==> src/rtl/core/i32div_pkg.sv <==
// ----------------------------------------------------------------------------
// i32div_pkg: shared definitions for the 32-bit integer divider
// Operand width, iteration counter width, sequencer state type and request struct.
// ----------------------------------------------------------------------------
package i32div_pkg;

  localparam int unsigned DATA_WIDTH = 32;
  localparam int unsigned CNT_WIDTH  = $clog2(DATA_WIDTH);

  typedef logic [DATA_WIDTH-1:0] word_t;

  typedef enum logic [1:0] {
    ST_IDLE,
    ST_RUN,
    ST_HOLD
  } div_state_e;

  // Request from the sequencer to the shift-subtract unit.
  typedef struct packed {
    logic  start;
    word_t dividend;
    word_t divisor;
  } div_req_t;

endpackage

==> src/rtl/core/i32div_core.sv <==
// ----------------------------------------------------------------------------
// i32div_core: restoring shift-subtract unsigned divider
// One quotient bit per cycle; the results hold after done until restarted.
// ----------------------------------------------------------------------------
module i32div_core
  import i32div_pkg::*;
(
  input  logic     clk_i,
  input  logic     rst_ni,
  input  div_req_t req_i,
  output logic     done_o,
  output word_t    quotient_o,
  output word_t    remainder_o
);

  logic                 busy_q, busy_d;
  logic                 done_q, done_d;
  logic [CNT_WIDTH-1:0] cnt_q, cnt_d;
  word_t                rem_q, rem_d;
  word_t                quo_q, quo_d;
  word_t                dvs_q, dvs_d;

  logic                 carry;
  word_t                shifted;
  logic [DATA_WIDTH:0]  diff;
  logic                 take;

  // The quotient register also holds the dividend bits still to be brought
  // down; they leave at the top as quotient bits enter at the bottom.
  assign carry   = rem_q[DATA_WIDTH-1];
  assign shifted = {rem_q[DATA_WIDTH-2:0], quo_q[DATA_WIDTH-1]};
  assign diff    = {carry, shifted} - {1'b0, dvs_q};
  assign take    = carry | ~diff[DATA_WIDTH];

  always_comb begin
    busy_d = busy_q;
    done_d = 1'b0;
    cnt_d  = cnt_q;
    rem_d  = rem_q;
    quo_d  = quo_q;
    dvs_d  = dvs_q;
    if (req_i.start) begin
      busy_d = 1'b1;
      cnt_d  = CNT_WIDTH'(DATA_WIDTH - 1);
      rem_d  = '0;
      quo_d  = req_i.dividend;
      dvs_d  = req_i.divisor;
    end else if (busy_q) begin
      rem_d = take ? diff[DATA_WIDTH-1:0] : shifted;
      quo_d = {quo_q[DATA_WIDTH-2:0], take};
      cnt_d = cnt_q - 1'b1;
      if (cnt_q == '0) begin
        busy_d = 1'b0;
        done_d = 1'b1;
      end
    end
  end

  always_ff @(posedge clk_i or negedge rst_ni) begin
    if (!rst_ni) begin
      busy_q <= 1'b0;
      done_q <= 1'b0;
      cnt_q  <= '0;
    end else begin
      busy_q <= busy_d;
      done_q <= done_d;
      cnt_q  <= cnt_d;
    end
  end

  always_ff @(posedge clk_i) begin
    rem_q <= rem_d;
    quo_q <= quo_d;
    dvs_q <= dvs_d;
  end

  assign done_o      = done_q;
  assign quotient_o  = quo_q;
  assign remainder_o = rem_q;

endmodule

==> src/rtl/core/int32_divider_signed_unsigned_unit.sv <==
// ----------------------------------------------------------------------------
// int32_divider_signed_unsigned_unit: 32-bit signed and unsigned divider
// Streams in dividend, divisor and mode; streams out quotient and remainder.
// ----------------------------------------------------------------------------
// An accepted word starts the shift-subtract unit, which resolves one quotient
// bit per cycle; its registered done flag then loads the sign-fixed result into
// the output stage once that is free, and the sequencer returns to idle.
// The input side is ready again while a finished result still waits.
// Reset (rst_ni low, asynchronous) empties the sequencer and the output stage.
// ----------------------------------------------------------------------------
module int32_divider_signed_unsigned_unit
  import i32div_pkg::*;
(
  input  logic        clk_i,
  input  logic        rst_ni,
  input  logic        s_axis_tvalid_i,
  output logic        s_axis_tready_o,
  input  logic [63:0] s_axis_tdata_i,   // [31:0] dividend, [63:32] divisor
  input  logic        s_axis_tuser_i,   // [0] mode: 0 unsigned, 1 signed
  output logic        m_axis_tvalid_o,
  input  logic        m_axis_tready_i,
  output logic [63:0] m_axis_tdata_o    // [31:0] quotient, [63:32] remainder
);

  div_state_e state_q, state_d;
  div_req_t   req;
  logic       core_done;
  word_t      core_quo, core_rem;

  // Sign and special-case flags captured with the word.
  logic       qneg_q, qneg_d;
  logic       rneg_q, rneg_d;
  logic       zero_q, zero_d;

  logic       out_valid_q, out_valid_d;
  word_t      out_quo_q, out_rem_q;
  logic       out_load;

  word_t      in_dividend, in_divisor;
  logic       in_signed, a_neg, b_neg, accept;
  word_t      fix_quo, fix_rem;

  assign in_dividend = s_axis_tdata_i[31:0];
  assign in_divisor  = s_axis_tdata_i[63:32];
  assign in_signed   = s_axis_tuser_i;
  assign a_neg       = in_signed & in_dividend[DATA_WIDTH-1];
  assign b_neg       = in_signed & in_divisor[DATA_WIDTH-1];

  assign s_axis_tready_o = (state_q == ST_IDLE);
  assign accept          = s_axis_tvalid_i & s_axis_tready_o;

  // The unit always divides magnitudes. With a zero divisor it subtracts
  // nothing, so the remainder comes back as the dividend magnitude and the
  // sign fix-up restores the dividend exactly; only the quotient is forced.
  assign req.start    = accept;
  assign req.dividend = a_neg ? (~in_dividend + 1'b1) : in_dividend;
  assign req.divisor  = b_neg ? (~in_divisor + 1'b1) : in_divisor;

  i32div_core u_core (
    .clk_i       (clk_i),
    .rst_ni      (rst_ni),
    .req_i       (req),
    .done_o      (core_done),
    .quotient_o  (core_quo),
    .remainder_o (core_rem)
  );

  // Sign fix-up. The most negative value over minus one wraps naturally here.
  assign fix_quo = zero_q ? '0 : (qneg_q ? (~core_quo + 1'b1) : core_quo);
  assign fix_rem = rneg_q ? (~core_rem + 1'b1) : core_rem;

  always_comb begin
    state_d     = state_q;
    qneg_d      = qneg_q;
    rneg_d      = rneg_q;
    zero_d      = zero_q;
    out_load    = 1'b0;
    out_valid_d = out_valid_q;
    if (out_valid_q && m_axis_tready_i) begin
      out_valid_d = 1'b0;
    end
    unique case (state_q)
      ST_IDLE: begin
        if (accept) begin
          qneg_d  = a_neg ^ b_neg;
          rneg_d  = a_neg;
          zero_d  = (in_divisor == '0);
          state_d = ST_RUN;
        end
      end
      ST_RUN, ST_HOLD: begin
        if (core_done || state_q == ST_HOLD) begin
          // The output stage takes the result once its previous word has gone.
          if (!out_valid_q || m_axis_tready_i) begin
            out_load    = 1'b1;
            out_valid_d = 1'b1;
            state_d     = ST_IDLE;
          end else begin
            state_d = ST_HOLD;
          end
        end
      end
      default: state_d = ST_IDLE;
    endcase
  end

  always_ff @(posedge clk_i or negedge rst_ni) begin
    if (!rst_ni) begin
      state_q     <= ST_IDLE;
      out_valid_q <= 1'b0;
      qneg_q      <= 1'b0;
      rneg_q      <= 1'b0;
      zero_q      <= 1'b0;
    end else begin
      state_q     <= state_d;
      out_valid_q <= out_valid_d;
      qneg_q      <= qneg_d;
      rneg_q      <= rneg_d;
      zero_q      <= zero_d;
    end
  end

  always_ff @(posedge clk_i) begin
    if (out_load) begin
      out_quo_q <= fix_quo;
      out_rem_q <= fix_rem;
    end
  end

  assign m_axis_tvalid_o = out_valid_q;
  assign m_axis_tdata_o  = {out_rem_q, out_quo_q};

  // The unit only finishes while the sequencer is waiting for it.
  assert property (@(posedge clk_i) disable iff (!rst_ni)
    core_done |-> (state_q == ST_RUN))
    else $error("divider unit finished outside a running division");

  // An accepted word always starts a division.
  assert property (@(posedge clk_i) disable iff (!rst_ni)
    accept |=> (state_q == ST_RUN))
    else $error("accepted word did not start a division");

  // A zero divisor yields a zero quotient.
  assert property (@(posedge clk_i) disable iff (!rst_ni)
    (out_load && zero_q) |=> (m_axis_tdata_o[31:0] == '0))
    else $error("divide by zero gave a nonzero quotient");

  // A result is never loaded over a word the sink has not taken.
  assert property (@(posedge clk_i) disable iff (!rst_ni)
    out_load |-> (!out_valid_q || m_axis_tready_i))
    else $error("output word overwritten before it was taken");

endmodule

==> config.mk <==
export PLATFORM = sky130hd
export DESIGN_NAME = int32_divider_signed_unsigned_unit
export DESIGN_NICKNAME = d
export VERILOG_FILES = /design/src/rtl/core/i32div_pkg.sv /design/src/rtl/core/i32div_core.sv /design/src/rtl/core/int32_divider_signed_unsigned_unit.sv
export SDC_FILE = /design/constraint.sdc
export NUM_CORES = 1
export LEC_CHECK = 0
export BUFFER_PORTS_ARGS = -buffer_cell sky130_fd_sc_hd__buf_2
export CORE_UTILIZATION = 30
export CTS_CLUSTER_DIAMETER = 30
export DETAILED_ROUTE_END_ITERATION = 8
export HOLD_SLACK_MARGIN = 0.15
export SLEW_MARGIN = 20
export SYNTH_ARGS = -nofsm -noshare
export SYNTH_HDL_FRONTEND = slang
export SYNTH_SLANG_ARGS = --single-unit
==> constraint.sdc <==
create_clock -name clk_i -period 5.25 [get_ports clk_i]
set_input_delay 0.7875 -clock clk_i [delete_from_list [all_inputs] [get_ports clk_i]]
set_output_delay 0.7875 -clock clk_i [all_outputs]
set_load 0.01 [all_outputs]
==> results.tsv <==
stage	metric	value	unit
final_layout	commonest cells after routing, fill and taps aside	nand2_1 (144), buf_2 (134), edfxtp_1 (128), xnor2_1 (82), o21ai_0 (76)	
timing	Worst-Margin Slew	1.041	ns
final_layout	fraction of layout cells with a size suffix above 1	0.1583	
clocking	register clock-pin slew on the reported worst setup and hold paths	0.07	ns
clocking	cts bufs inserted	17	
placed_design	post-DP HPWL	20510	microns
timing	Max Clock Freq	292.1	MHz
grt	global-route wire length before repair	42320	microns
logic_synthesis	main flop type after synthesis	edfxtp_1	
clocking	CTS tree	built	
critical_path	slowest CP cell	or2_1	
pwr	maximum vdd ir drop	0.1925	mV
logic_synthesis	Post-synth EDFFs	128	
clocking	PostCTS Resize Cnt	0	
placed_design	Placed Area	11850	sq um
drt	Post-DRT Antenna Nets	0	
timing	RSZ-0062 raised after global routing	no	
critical_path	worst reg2reg path startpoint	u_core.remainder_o[19]	
floorplan	Die Area	36460	sq um
floorplan	Initial Util	0.3078	
drt	drt drc	0	
logic_synthesis	FFs w/ async S/R, synth	0.07514	
drt	Routed WL	26540	microns
placed_design	GP Congestion	0.8742	
drt	DRT iter0 DRCs	603	
final_layout	most common cell after layout, fill and taps aside	nand2_1	
critical_path	worst r2r dst	u_core.remainder_o[1]	
clocking	Root Driver	clkbuf_16	
logic_synthesis	register area share after synthesis	0.4490	
final_layout	post-route insts no fill	1713	
run	max cap viols	0	
logic_synthesis	yosys warns	0	
drt	via count	8462	
logic_synthesis	synthesized net count	1241	
placed_design	Inst Count DP	1680	
drt	drt pass-1 iters	5	
clocking	clk buf depth	2	
clocking	Num Clock Sinks	173	
clocking	Hold-fix buffers, CTS	0	
grt	largest net degree at the start of global routing	72	
drt	mean routed wirelength per cell	15.49	microns
min_path	type of the worst min-delay path	input pin to asynchronous set/reset pin	
floorplan	Ports	135	
logic_synthesis	syn_area_per_cell	9.479	sq um
floorplan	core area	34800	sq um
timing	final hold violations	0	
run_status	status	completed	
critical_path	Setup Crit Path Kind	flip-flop to flip-flop	
pwr	Pwr per Cell Area	514.6	nW/um^2
critical_path	startpoint types	flip-flop	
final_layout	nets	1355	
final_layout	Layout area overhead	15.73	%
final_layout	Finished Cell Area	12400	sq um
critical_path	Worst path max stage delay	0.52	ns
clocking	htree depth	4	
timing	TNS Setup	0	ns
timing	Final setup viols	0	
critical_path	R2R cell count	10	
timing	Rel. slew slack	0.3061	
critical_path	CP bufs+invs	1	
logic_synthesis	post-synthesis register bit count	173	
logic_synthesis	post-synthesis cell count	1130	
floorplan	Die Span X	191.0	microns
critical_path	critical path fanouts, max	17	
grt	overall routing resource usage	0.1479	
critical_path	Critical Path RT	5.61	ns
logic_synthesis	Synth cell types	67	
grt	vias in the first global route	7928	
timing	Final period util	0.6520	
floorplan	die height	191.0	microns
clocking	worst skew pair latency	0.43	ns
critical_path	Worst path top cell family by delay	simple AND/OR/NAND/NOR gates	
timing	Final Skew	0.01040	ns
drt	vias per cell	4.940	
clocking	setup bufs post-CTS	0	
grt	total grt overflow	0	
placed_design	PortBufs	134	
floorplan	Rows	68	
grt	initial antenna violation count	0	
critical_path	CP Capture Type	flip-flop	
timing	final worst path period need	3.423	ns
critical_path	R2R Setup Slk	1.83	ns
pwr	Leak	0.004826	uW
critical_path	Worst EP arrival	3.78	ns
timing	max-slew violations	0	
logic_synthesis	Post-Syn Area	10710	sq um
critical_path	crit-path cells	ha_1, and3_1, nand4_1, or3_1, a211o_1, a21oi_1, or2_1, buf_4, mux2_1, o21ai_1	
## synthesized netlist by cell type, drive strengths merged, types with 7 or more instances
cell type  instances  area share
a211oi             7      0.0049
nor3              21       0.011
nand3             16      0.0075
xor2              68       0.056
a21oi             53       0.025
nand2b             9      0.0053
buf                7      0.0029
ha                41       0.048
nand4             14      0.0082
nand2            145       0.051
inv               61       0.021
a21o              11      0.0077
and2               7      0.0041
or4               10      0.0082
nor2              75       0.026
a31oi             31       0.018
or3               15      0.0098
dfxtp             32       0.060
xnor2             82       0.067
o31ai             34       0.026
clkbuf            40       0.014
dfrtp             13       0.030
nor4              14       0.012
o41ai             11       0.011
o21ai            114       0.053
edfxtp           128        0.36
## through the flow
stage,hold slack (ns),utilization,setup slack (ns),total power (uW)
2_1_floorplan,0.4809,-,0.7830,4509
3_3_place_gp,0.4965,0.3404,1.854,5165
3_5_place_dp,0.5065,0.3405,1.771,5214
4_1_cts,0.2380,0.3562,1.841,6417
5_1_grt,0.2421,0.3562,1.558,6897
6_report,0.2461,0.3562,1.827,6380
## logic make-up (layout without fill, tap and decap cells)
| kind of cell | after synthesis | count (layout) | share of synthesized area |
|---|---|---|---|
| xor gates and xnor gates | 150 | 150 | 0.1226 |
| and+or+nand+nor | 356 | 356 | 0.1628 |
| AOI/OAI and AO/OA | 295 | 295 | 0.1716 |
| adders and majority gates | 42 | 42 | 0.04976 |
| buffers and inverters | 108 | 235 | 0.03831 |
| muxes | 6 | 6 | 0.005840 |
| other | 0 | 1 | 0 |
| DFF | 173 | 173 | 0.4490 |
## worst max-delay path by stage
stage	slack [ns]	start	to	depth (start not counted)
4_1_cts	1.84	u_core.remainder_o[19]	u_core.remainder_o[1]	10
3_3_place_gp	1.85	s_axis_tdata_i[4]	u_core.quotient_o[25]	9
2_1_floorplan	0.78	m_axis_tready_i	out_quo_q[0]	2
6_report	1.83	u_core.remainder_o[19]	u_core.remainder_o[1]	10
3_5_place_dp	1.77	s_axis_tdata_i[4]	u_core.quotient_o[25]	9
5_1_grt	1.56	u_core.remainder_o[19]	u_core.remainder_o[1]	10
## final cells by class
class,count,area (sq um)
fill,3476,22400
multi-input combinational,849,5508
sequential,173,4811
timing repair buffer,142,730.7
tap,455,569.3
clock buffer,18,429.2
inverter,61,229.0
clock inverter,14,117.6
antenna,1,2.502
## report_power, final
part           internal, uW  total [uW]  leakage (uW)  switching, uW
clock network           652        1190      0.000259            538
logic                  1190        2740       0.00291           1550
registers              1970        2450       0.00165            478
## layer usage
layer  GRT usage  wire length, microns  up-vias
met5           0                     0        -
li1            -                     -     4309
met3     0.02534                  1248       13
met1      0.2125                 13360     3967
met2      0.2258                 11660      173
met4     0.04246                   270        0
## flip-flops by register name, indices dropped and copies added (netlist names), 2 cells and up
register            count
u_core.cnt_q            5
state_q                 2
u_core.quotient_o      32
out_rem_q              32
u_core.remainder_o     32
out_quo_q              32
u_core.dvs_q           32
No activity file was read; power rests on OpenSTA's default activity.
